## src/hsv_to_rgb_converter_macros.svh

```systemverilog
// Assertion macros used by the HSV to RGB converter top level.
`ifndef HSV_TO_RGB_CONVERTER_MACROS_SVH
`define HSV_TO_RGB_CONVERTER_MACROS_SVH

// Same-cycle implication, sampled on clk and disabled while rst_n is low.
`define H2R_ASSERT_NOW(label, ante, cons, msg) \
    label: assert property (@(posedge clk) disable iff (!rst_n) (ante) |-> (cons)) \
        else $error(msg);

// Next-cycle implication, sampled on clk and disabled while rst_n is low.
`define H2R_ASSERT_NEXT(label, ante, cons, msg) \
    label: assert property (@(posedge clk) disable iff (!rst_n) (ante) |=> (cons)) \
        else $error(msg);

`endif

```

## src/hsv2rgb_pkg.sv

```systemverilog
// Types, constants and widths shared by the HSV to RGB converter modules.
package hsv2rgb_pkg;

    // Channel and hue widths.
    localparam int CHANNEL_BITS = 8;
    localparam int HUE_BITS     = 15;

    // Full scale of a channel.
    localparam longint unsigned CH_MAX = (64'd1 << CHANNEL_BITS) - 64'd1;

    // One sector of the hue circle is 60 degrees, 3840 in 1/64 degree units.
    // It is 15 times 256; the doubling for rounding adds one more power of two.
    localparam int SPAN       = 3840;
    localparam int SPAN_BITS  = 12;
    localparam int SPAN_ODD   = 15;
    localparam int SPAN_SHIFT = 9;

    // Hue codes reach sector eight at most.
    localparam int MAX_SECTOR  = ((1 << HUE_BITS) - 1) / SPAN;
    localparam int SECTOR_BITS = $clog2(MAX_SECTOR + 1);

    // Denominator of q and t, and the width of their numerators.
    localparam int DEN_BITS = CHANNEL_BITS + SPAN_BITS;
    localparam longint unsigned DEN = SPAN * CH_MAX;
    localparam int NUM_BITS = CHANNEL_BITS + DEN_BITS;

    // Divisor of q and t after the power of two has been shifted off.
    localparam longint unsigned QT_DIV = SPAN_ODD * CH_MAX;
    localparam int QT_BITS = CHANNEL_BITS + 4;

    // Reciprocal division: shifted dividend widths and reciprocals.
    localparam int YQ_BITS = NUM_BITS + 1 - SPAN_SHIFT;
    localparam int YP_BITS = 2 * CHANNEL_BITS;
    localparam int QE_BITS = CHANNEL_BITS + 1;
    localparam longint unsigned RQ = (64'd1 << YQ_BITS) / QT_DIV;
    localparam longint unsigned RP = (64'd1 << YP_BITS) / CH_MAX;

    // Pipeline depth, from the hue decode register to the output register.
    localparam int NUM_STAGES = 6;

    // Stream widths, padded to whole bytes.
    localparam int S_TDATA_BITS = ((HUE_BITS + 2 * CHANNEL_BITS + 7) / 8) * 8;
    localparam int M_TDATA_BITS = ((3 * CHANNEL_BITS + 7) / 8) * 8;

    typedef logic [CHANNEL_BITS-1:0] chan_t;
    typedef logic [SECTOR_BITS-1:0]  sector_t;
    typedef logic [SPAN_BITS-1:0]    span_t;

    // Sectors named after the colour at which they start.
    localparam sector_t SEC_RED    = sector_t'(0);
    localparam sector_t SEC_YELLOW = sector_t'(1);
    localparam sector_t SEC_GREEN  = sector_t'(2);
    localparam sector_t SEC_CYAN   = sector_t'(3);
    localparam sector_t SEC_BLUE   = sector_t'(4);

    // Decoded pixel after the first stage.
    typedef struct packed {
        sector_t sector;
        span_t   fr;
        span_t   frc;
        chan_t   sat;
        chan_t   sat_c;
        chan_t   val;
    } dec_t;

    // Numerators of p, q and t.
    typedef struct packed {
        sector_t             sector;
        chan_t               val;
        logic [YP_BITS-1:0]  pn;
        logic [NUM_BITS-1:0] qn;
        logic [NUM_BITS-1:0] tn;
    } prod_t;

    // Rounded and saturated p, q and t.
    typedef struct packed {
        sector_t sector;
        chan_t   val;
        chan_t   p;
        chan_t   q;
        chan_t   t;
    } quot_t;

    // Load enables of the two product stages.
    typedef struct packed {
        logic s2;
        logic s3;
    } mul_en_t;

    // Load enables of the two divider stages.
    typedef struct packed {
        logic s4;
        logic s5;
    } div_en_t;

endpackage

```

## src/hsv2rgb_hue_decode.sv

```systemverilog
// First pipeline stage: splits hue into sector and fraction, forms the complements.
module hsv2rgb_hue_decode (
    input  logic                              clk,
    input  logic                              en,
    input  logic [hsv2rgb_pkg::HUE_BITS-1:0]  hue,
    input  hsv2rgb_pkg::chan_t                saturation,
    input  hsv2rgb_pkg::chan_t                brightness,
    output hsv2rgb_pkg::dec_t                 dec
);
    import hsv2rgb_pkg::*;

    dec_t dec_reg;
    dec_t dec_next;

    // Sector by parallel compares against the sector boundaries.
    always_comb
    begin
        logic [HUE_BITS-1:0] base;
        sector_t             sector;
        logic [HUE_BITS-1:0] rest;
        base   = '0;
        sector = '0;
        for (int k = 1; k <= MAX_SECTOR; k++)
        begin
            if (hue >= HUE_BITS'(k * SPAN))
            begin
                sector = SECTOR_BITS'(k);
                base   = HUE_BITS'(k * SPAN);
            end
        end
        rest            = hue - base;
        dec_next.sector = sector;
        dec_next.fr     = rest[SPAN_BITS-1:0];
        dec_next.frc    = SPAN_BITS'(SPAN) - rest[SPAN_BITS-1:0];
        dec_next.sat    = saturation;
        dec_next.sat_c  = chan_t'(CH_MAX) - saturation;
        dec_next.val    = brightness;
    end

    // Stage register.
    always_ff @(posedge clk)
    begin
        if (en)
        begin
            dec_reg <= dec_next;
        end
    end

    assign dec = dec_reg;

endmodule

```

## src/hsv2rgb_mul.sv

```systemverilog
// Second and third pipeline stages: products and numerators of p, q and t.
module hsv2rgb_mul (
    input  logic                 clk,
    input  hsv2rgb_pkg::mul_en_t en,
    input  hsv2rgb_pkg::dec_t    dec,
    output hsv2rgb_pkg::prod_t   prod
);
    import hsv2rgb_pkg::*;

    typedef struct packed {
        sector_t             sector;
        chan_t               val;
        logic [DEN_BITS-1:0] sfr;
        logic [DEN_BITS-1:0] sfrc;
        logic [YP_BITS-1:0]  pn;
    } part_t;

    part_t part_reg;
    part_t part_next;
    prod_t prod_reg;
    prod_t prod_next;

    // Saturation times fraction and its complement, value times (1 - s).
    always_comb
    begin
        part_next.sector = dec.sector;
        part_next.val    = dec.val;
        part_next.sfr    = DEN_BITS'(dec.sat) * DEN_BITS'(dec.fr);
        part_next.sfrc   = DEN_BITS'(dec.sat) * DEN_BITS'(dec.frc);
        part_next.pn     = YP_BITS'(dec.val) * YP_BITS'(dec.sat_c);
    end

    // Value times the remaining part of the full-scale denominator.
    always_comb
    begin
        logic [DEN_BITS-1:0] dq;
        logic [DEN_BITS-1:0] dt;
        dq               = DEN_BITS'(DEN) - part_reg.sfr;
        dt               = DEN_BITS'(DEN) - part_reg.sfrc;
        prod_next.sector = part_reg.sector;
        prod_next.val    = part_reg.val;
        prod_next.pn     = part_reg.pn;
        prod_next.qn     = NUM_BITS'(part_reg.val) * NUM_BITS'(dq);
        prod_next.tn     = NUM_BITS'(part_reg.val) * NUM_BITS'(dt);
    end

    // Stage registers.
    always_ff @(posedge clk)
    begin
        if (en.s2)
        begin
            part_reg <= part_next;
        end
        if (en.s3)
        begin
            prod_reg <= prod_next;
        end
    end

    assign prod = prod_reg;

endmodule

```

## src/hsv2rgb_cdiv.sv

```systemverilog
// Fourth and fifth pipeline stages: rounded division by constants through reciprocals.
module hsv2rgb_cdiv (
    input  logic                 clk,
    input  hsv2rgb_pkg::div_en_t en,
    input  hsv2rgb_pkg::prod_t   prod,
    output hsv2rgb_pkg::quot_t   quot
);
    import hsv2rgb_pkg::*;

    localparam int HI_BITS = QE_BITS + 1 + QT_BITS;
    localparam int MQ_BITS = YQ_BITS + QE_BITS;
    localparam int MP_BITS = YP_BITS + QE_BITS;

    typedef struct packed {
        sector_t            sector;
        chan_t              val;
        logic [YP_BITS-1:0] yp;
        logic [YQ_BITS-1:0] yq;
        logic [YQ_BITS-1:0] yt;
        logic [QE_BITS-1:0] pe;
        logic [QE_BITS-1:0] qe;
        logic [QE_BITS-1:0] te;
    } est_t;

    est_t  est_reg;
    est_t  est_next;
    quot_t quot_reg;
    quot_t quot_next;

    // The estimate is the quotient or one below it; one compare settles it.
    function automatic chan_t fix_quot(input logic [YQ_BITS-1:0] y,
                                       input logic [QE_BITS-1:0] e,
                                       input logic [QT_BITS-1:0] div);
        logic [QE_BITS:0]   e_inc;
        logic [HI_BITS-1:0] hi;
        logic [QE_BITS:0]   q;
        e_inc = {1'b0, e} + (QE_BITS+1)'(1);
        hi    = HI_BITS'(e_inc) * HI_BITS'(div);
        q     = (HI_BITS'(y) >= hi) ? e_inc : {1'b0, e};
        if (q > (QE_BITS+1)'(CH_MAX))
        begin
            return chan_t'(CH_MAX);
        end
        return q[CHANNEL_BITS-1:0];
    endfunction

    // Add half the divisor, drop the power of two, multiply by the reciprocal.
    always_comb
    begin
        logic [NUM_BITS:0]    xq;
        logic [NUM_BITS:0]    xt;
        logic [MQ_BITS-1:0]   mq;
        logic [MQ_BITS-1:0]   mt;
        logic [MP_BITS-1:0]   mp;
        xq              = {prod.qn, 1'b0} + (NUM_BITS+1)'(DEN);
        xt              = {prod.tn, 1'b0} + (NUM_BITS+1)'(DEN);
        est_next.sector = prod.sector;
        est_next.val    = prod.val;
        est_next.yq     = xq[NUM_BITS -: YQ_BITS];
        est_next.yt     = xt[NUM_BITS -: YQ_BITS];
        est_next.yp     = prod.pn + YP_BITS'(CH_MAX >> 1);
        mq              = MQ_BITS'(est_next.yq) * MQ_BITS'(RQ);
        mt              = MQ_BITS'(est_next.yt) * MQ_BITS'(RQ);
        mp              = MP_BITS'(est_next.yp) * MP_BITS'(RP);
        est_next.qe     = mq[YQ_BITS +: QE_BITS];
        est_next.te     = mt[YQ_BITS +: QE_BITS];
        est_next.pe     = mp[YP_BITS +: QE_BITS];
    end

    // Correct the estimates and saturate.
    always_comb
    begin
        quot_next.sector = est_reg.sector;
        quot_next.val    = est_reg.val;
        quot_next.p      = fix_quot(YQ_BITS'(est_reg.yp), est_reg.pe, QT_BITS'(CH_MAX));
        quot_next.q      = fix_quot(est_reg.yq, est_reg.qe, QT_BITS'(QT_DIV));
        quot_next.t      = fix_quot(est_reg.yt, est_reg.te, QT_BITS'(QT_DIV));
    end

    // Stage registers.
    always_ff @(posedge clk)
    begin
        if (en.s4)
        begin
            est_reg <= est_next;
        end
        if (en.s5)
        begin
            quot_reg <= quot_next;
        end
    end

    assign quot = quot_reg;

endmodule

```

## src/hsv_to_rgb_converter.sv

```systemverilog
// Top level of the HSV to RGB converter: stream handshake, sector select and output register.
//
//  Channel | Direction | Payload (lowest bit first)
//  --------+-----------+--------------------------------------------------
//  s_*     | in        | hue[14:0], saturation[7:0], brightness[7:0], pad
//  m_*     | out       | red[7:0], green[7:0], blue[7:0]
//
// One pixel enters per clock while s_tready is high.
// The depth is the decode stage, the two multiply stages, the two reciprocal divider stages and the output register.
// Each stage carries a valid bit and advances when it is empty or the next one advances,
// so bubbles close up and s_tready only falls when every stage holds a pixel.
// rst_n clears the valid bits asynchronously; the data registers are not reset.
`include "hsv_to_rgb_converter_macros.svh"

module hsv_to_rgb_converter (
    input  logic                                 clk,
    input  logic                                 rst_n,
    input  logic                                 s_tvalid,
    output logic                                 s_tready,
    // hue[14:0], saturation[22:15], brightness[30:23], zero pad
    input  logic [hsv2rgb_pkg::S_TDATA_BITS-1:0] s_tdata,
    output logic                                 m_tvalid,
    input  logic                                 m_tready,
    // red[7:0], green[15:8], blue[23:16]
    output logic [hsv2rgb_pkg::M_TDATA_BITS-1:0] m_tdata
);
    import hsv2rgb_pkg::*;

    logic [NUM_STAGES-1:0] vld_reg;
    logic [NUM_STAGES-1:0] vld_next;
    logic [NUM_STAGES-1:0] adv;

    logic [HUE_BITS-1:0] hue;
    chan_t               saturation;
    chan_t               brightness;

    dec_t    dec;
    prod_t   prod;
    quot_t   quot;
    mul_en_t mul_en;
    div_en_t div_en;

    logic [3*CHANNEL_BITS-1:0] rgb_reg;
    logic [3*CHANNEL_BITS-1:0] rgb_next;

    // Input fields.
    assign hue        = s_tdata[HUE_BITS-1:0];
    assign saturation = s_tdata[HUE_BITS +: CHANNEL_BITS];
    assign brightness = s_tdata[HUE_BITS+CHANNEL_BITS +: CHANNEL_BITS];

    // A stage advances when it is empty or the stage after it advances.
    always_comb
    begin
        adv[NUM_STAGES-1] = !vld_reg[NUM_STAGES-1] || m_tready;
        for (int i = NUM_STAGES - 2; i >= 0; i--)
        begin
            adv[i] = !vld_reg[i] || adv[i+1];
        end
    end

    // Valid bits follow their data.
    always_comb
    begin
        vld_next = vld_reg;
        if (adv[0])
        begin
            vld_next[0] = s_tvalid;
        end
        for (int i = 1; i < NUM_STAGES; i++)
        begin
            if (adv[i])
            begin
                vld_next[i] = vld_reg[i-1];
            end
        end
    end

    always_ff @(posedge clk or negedge rst_n)
    begin
        if (!rst_n)
        begin
            vld_reg <= '0;
        end
        else
        begin
            vld_reg <= vld_next;
        end
    end

    assign s_tready  = adv[0];
    assign mul_en.s2 = adv[1];
    assign mul_en.s3 = adv[2];
    assign div_en.s4 = adv[3];
    assign div_en.s5 = adv[4];

    hsv2rgb_hue_decode u_decode (
        .clk        (clk),
        .en         (adv[0]),
        .hue        (hue),
        .saturation (saturation),
        .brightness (brightness),
        .dec        (dec)
    );

    hsv2rgb_mul u_mul (
        .clk  (clk),
        .en   (mul_en),
        .dec  (dec),
        .prod (prod)
    );

    hsv2rgb_cdiv u_cdiv (
        .clk  (clk),
        .en   (div_en),
        .prod (prod),
        .quot (quot)
    );

    // Sector select; zero saturation needs no special case as p, q and t equal value.
    always_comb
    begin
        case (quot.sector)
            SEC_RED:    rgb_next = {quot.p, quot.t, quot.val};
            SEC_YELLOW: rgb_next = {quot.p, quot.val, quot.q};
            SEC_GREEN:  rgb_next = {quot.t, quot.val, quot.p};
            SEC_CYAN:   rgb_next = {quot.val, quot.q, quot.p};
            SEC_BLUE:   rgb_next = {quot.val, quot.p, quot.t};
            default:    rgb_next = {quot.q, quot.p, quot.val};
        endcase
    end

    // Output register.
    always_ff @(posedge clk)
    begin
        if (adv[NUM_STAGES-1])
        begin
            rgb_reg <= rgb_next;
        end
    end

    assign m_tvalid = vld_reg[NUM_STAGES-1];
    assign m_tdata  = M_TDATA_BITS'(rgb_reg);

    // The input only stalls when every stage holds a pixel.
    `H2R_ASSERT_NOW(a_stall_only_when_full, !s_tready, &vld_reg, "input stalled with a bubble in the pipeline")
    // A transaction on the input always fills the first stage.
    `H2R_ASSERT_NEXT(a_accept_fills_stage, s_tvalid && s_tready, vld_reg[0], "accepted pixel lost at the first stage")
    // p, q and t never exceed value.
    `H2R_ASSERT_NOW(a_quot_within_value, vld_reg[4], (quot.p <= quot.val) && (quot.q <= quot.val) && (quot.t <= quot.val), "divider result above value")

endmodule
```

## config.mk

```make
export PLATFORM = sky130hd
export DESIGN_NAME = hsv_to_rgb_converter
export DESIGN_NICKNAME = d
export VERILOG_FILES = /design/src/hsv2rgb_pkg.sv /design/src/hsv2rgb_hue_decode.sv /design/src/hsv2rgb_mul.sv /design/src/hsv2rgb_cdiv.sv /design/src/hsv_to_rgb_converter.sv
export VERILOG_INCLUDE_DIRS = /design/src /design/src/src
export SDC_FILE = /design/constraint.sdc
export NUM_CORES = 2
export LEC_CHECK = 0
export CAP_MARGIN = 20
export CORE_ASPECT_RATIO = 0.9
export CORE_MARGIN = 2
export CORE_UTILIZATION = 67
export CTS_CLUSTER_SIZE = 40
export DETAILED_ROUTE_END_ITERATION = 10
export DONT_BUFFER_PORTS = 1
export MAX_ROUTING_LAYER = met4
export PLACE_DENSITY = 0.86
export SLEW_MARGIN = 20
export SYNTH_ARGS = -nofsm -noshare
export SYNTH_HDL_FRONTEND = slang
export SYNTH_SLANG_ARGS = --single-unit
```

## constraint.sdc

```tcl
create_clock -name clk -period 9.1 [get_ports clk]
set_input_delay 0.91 -clock clk [delete_from_list [all_inputs] [get_ports clk]]
set_output_delay 0.91 -clock clk [all_outputs]
set_load 0.01 [all_outputs]
```

==> results.sh <==
export IMPL_ff2ff_path_depth=27
export IMPL_ff_latch_area_mm2=0.01045
export IMPL_fin_crit_sh_pct=91.95
export IMPL_status="completed"
export IMPL_antenna_found_initial=1
export IMPL_worst_pin_slew_ns=1.119
export IMPL_grt_usage_pct=28.13
export IMPL_fin_setup_tns_ns=0
export IMPL_die_y_um=243.0
export IMPL_cp_slowest_stage_delay_ns=0.70
export IMPL_ys_types=93
export IMPL_synth_edff_count=343
export IMPL_postCtsHoldBufs=0
export IMPL_tritoncts="built"
export IMPL_multi_input_area_mm2=0.02897
export IMPL_largest_register_ffs=95
export IMPL_cp_end_kind="register"
export IMPL_critPathTopFamily="adder cells"
export IMPL_fin_nets=5296
export IMPL_post_cts_buffers=0
export IMPL_avgSynthCellArea_um2=10.14
export IMPL_synthTopCellsByCount="inv_1, ha_1, fa_1"
export IMPL_wirelength_um=85770
export IMPL_ant_nets=0
export IMPL_grt_max_degree=69
export IMPL_clock_skew_final_ns=0.02148
export IMPL_reg2reg_from="u_cdiv.est_reg[9]"
export IMPL_start_util_pct=67.81
export IMPL_period_needed_ns=8.368
export IMPL_clockBufferDepth=3
export IMPL_cts_max_level=2
export IMPL_cts_buffers=40
export IMPL_grt_overflow=0
export IMPL_grt_pass1_vias=30640
export IMPL_post_synth_top_count_cell="inv_1"
export IMPL_drc=0
export IMPL_die_width_um=269.5
export IMPL_crit_required_ns=9.41
export IMPL_fmax_mhz=119.5
export IMPL_layout_drive_gt1_share_pct=3.121
export IMPL_worstSetupPathType="reg -> reg"
export IMPL_port_buffers=0
export IMPL_die_area_mm2=0.06549
export IMPL_yosysWarnings=0
export IMPL_syn_inst=4191
export IMPL_synth_top_area_cell="edfxtp_1"
export IMPL_place_hpwl_um=67010
export IMPL_drv_slew=0
export IMPL_max_slew_margin_rel_pct=25.43
export IMPL_syn_area_mm2=0.04252
export IMPL_fillers=4349
export IMPL_min_path_type="in -> async"
export IMPL_root_buffer="clkbuf_16"
export IMPL_ys_ff_latch=349
export IMPL_wl_per_cell_um=17.00
export IMPL_postCtsResizedCells=0
export IMPL_grt_pass1_wl_um=147300
export IMPL_rows=87
export IMPL_synthTopCellsByArea="edfxtp_1, fa_1, ha_1, inv_1, and2_1"
export IMPL_synth_top_area_share_pct=24.23
export IMPL_cp_buffers_inverters=3
export IMPL_io_pins=62
export IMPL_first_pass_iters=5
export IMPL_ys_seq_area_share_pct=24.58
export IMPL_timing_rr_end="u_cdiv.quot[12]"
export IMPL_core_area_mm2=0.06270
export IMPL_ff2ff_setup_slack_ns=0.73
export IMPL_hold_viol=0
export IMPL_start_kind="register"
export IMPL_rsz0062_at_grt="no"
export IMPL_worstSkewPairLatency_ns=0.57
export IMPL_cpMaxStageDelayCell="edfxtp_1"
export IMPL_via_per_inst=5.792
export IMPL_syn_num_nets=5315
export IMPL_drtIter0Drc=2172
export IMPL_maxCapViolCount=0
export IMPL_clock_sinks=349
export IMPL_synth_main_ff_cell="edfxtp_1"
export IMPL_vias=29210
export IMPL_syn_to_final_growth_pct=5.150
export IMPL_worstPathMaxFanout=11
export IMPL_globalplace_congestion=0.9203
export IMPL_critical_path_arrival_ns=8.68
export IMPL_synth_async_reset_ratio_pct=1.719
export IMPL_clkTransAtPathRegs_ns=0.06
export IMPL_finalSetupViolations=0
==> through the flow <==
step	setup WS [ns]	util, %	area (um2)	hold slack, ns	cells
6_report	0.7322	71.30	44710	0.02887	5044
5_1_grt	0.2246	71.30	44710	0.01150	5044
4_1_cts	0.7449	71.25	44680	0.004817	5042
3_5_place_dp	0.8103	69.25	43420	0.4045	4974
3_3_place_gp	1.058	69.25	43420	0.4010	4974
2_1_floorplan	1.810	-	42520	0.4003	4191
==> worst register-to-register path: stages, from the launching register on <==
cell and delay (ns):
edfxtp_1 0.70, ha_1 0.37, nand3_1 0.14, nor3_1 0.34, xor2_1 0.55, inv_1 0.20
fa_1 0.62, inv_1 0.10, fa_1 0.53, inv_1 0.06, fa_1 0.53, fa_1 0.51
ha_1 0.31, ha_1 0.36, and3_1 0.20, o311ai_1 0.09, nand3_1 0.17, o21ai_0 0.27
o21ai_0 0.22, ha_1 0.36, nand4_1 0.10, nor2_1 0.13, a21oi_1 0.08, o21ai_0 0.08
a31oi_1 0.09, nor3_4 0.34, nand3_2 0.25, o32a_1 0.40
==> cells in the final DEF (no fill, tap or decap), types with 105 or more instances in the layout <==
cell type / instances
a21oi_1: 120
and2_1: 275
edfxtp_1: 343
fa_1: 500
ha_1: 588
inv_1: 752
nand2_1: 396
nor2_1: 178
xnor2_1: 147
xor2_1: 105
==> metal layers <==
layer / vias up / track usage [%] / wire (um)
met5: - / - / 0
met4: 0 / 7.696 / 1993
met1: 14350 / 37.16 / 36610
met2: 923 / 46.02 / 41630
met3: 175 / 3.848 / 5533
li1: 13770 / - / -
==> cell families (layout without fill, tap and decap cells) <==
family | Yosys count | after routing | share of synthesized area [%]
AO/OA/AOI/OAI | 458 | 458 | 7.357
XOR/XNOR | 255 | 255 | 5.306
adder cells (fa/ha/maj) | 1089 | 1089 | 40.87
buffers and inverters | 831 | 838 | 7.340
flip-flops | 349 | 349 | 24.58
multiplexers | 35 | 35 | 0.8505
other | 0 | 1 | 0
AND/OR/NAND/NOR | 1174 | 1174 | 13.70
==> final cells by class <==
type                       count  area share, %
clock inverter                21         0.4898
timing repair buffer          17         0.3303
multi-input combinational   3011          64.79
sequential                   349          23.38
antenna                        1       0.005598
inverter                     753          6.322
clock buffer                  47          2.320
tap                          845          2.365
==> how the worst max path moves through the flow <==
| stage | startpoint | to | slack (ns) | depth (start not counted) |
|---|---|---|---|---|
| 2_1_floorplan | u_cdiv.est_reg[0] | u_cdiv.quot[2] | 1.81 | 27 |
| 3_3_place_gp | u_cdiv.est_reg[9] | u_cdiv.quot[12] | 1.06 | 28 |
| 3_5_place_dp | u_cdiv.est_reg[9] | u_cdiv.quot[12] | 0.81 | 28 |
| 4_1_cts | u_cdiv.est_reg[9] | u_cdiv.quot[12] | 0.74 | 27 |
| 5_1_grt | u_cdiv.est_reg[9] | u_cdiv.quot[12] | 0.22 | 28 |
| 6_report | u_cdiv.est_reg[9] | u_cdiv.quot[12] | 0.73 | 27 |
Power is left out: the tool's default activity adds up to more than one toggle a clock period on the data nets, which glitch-free logic cannot reach.
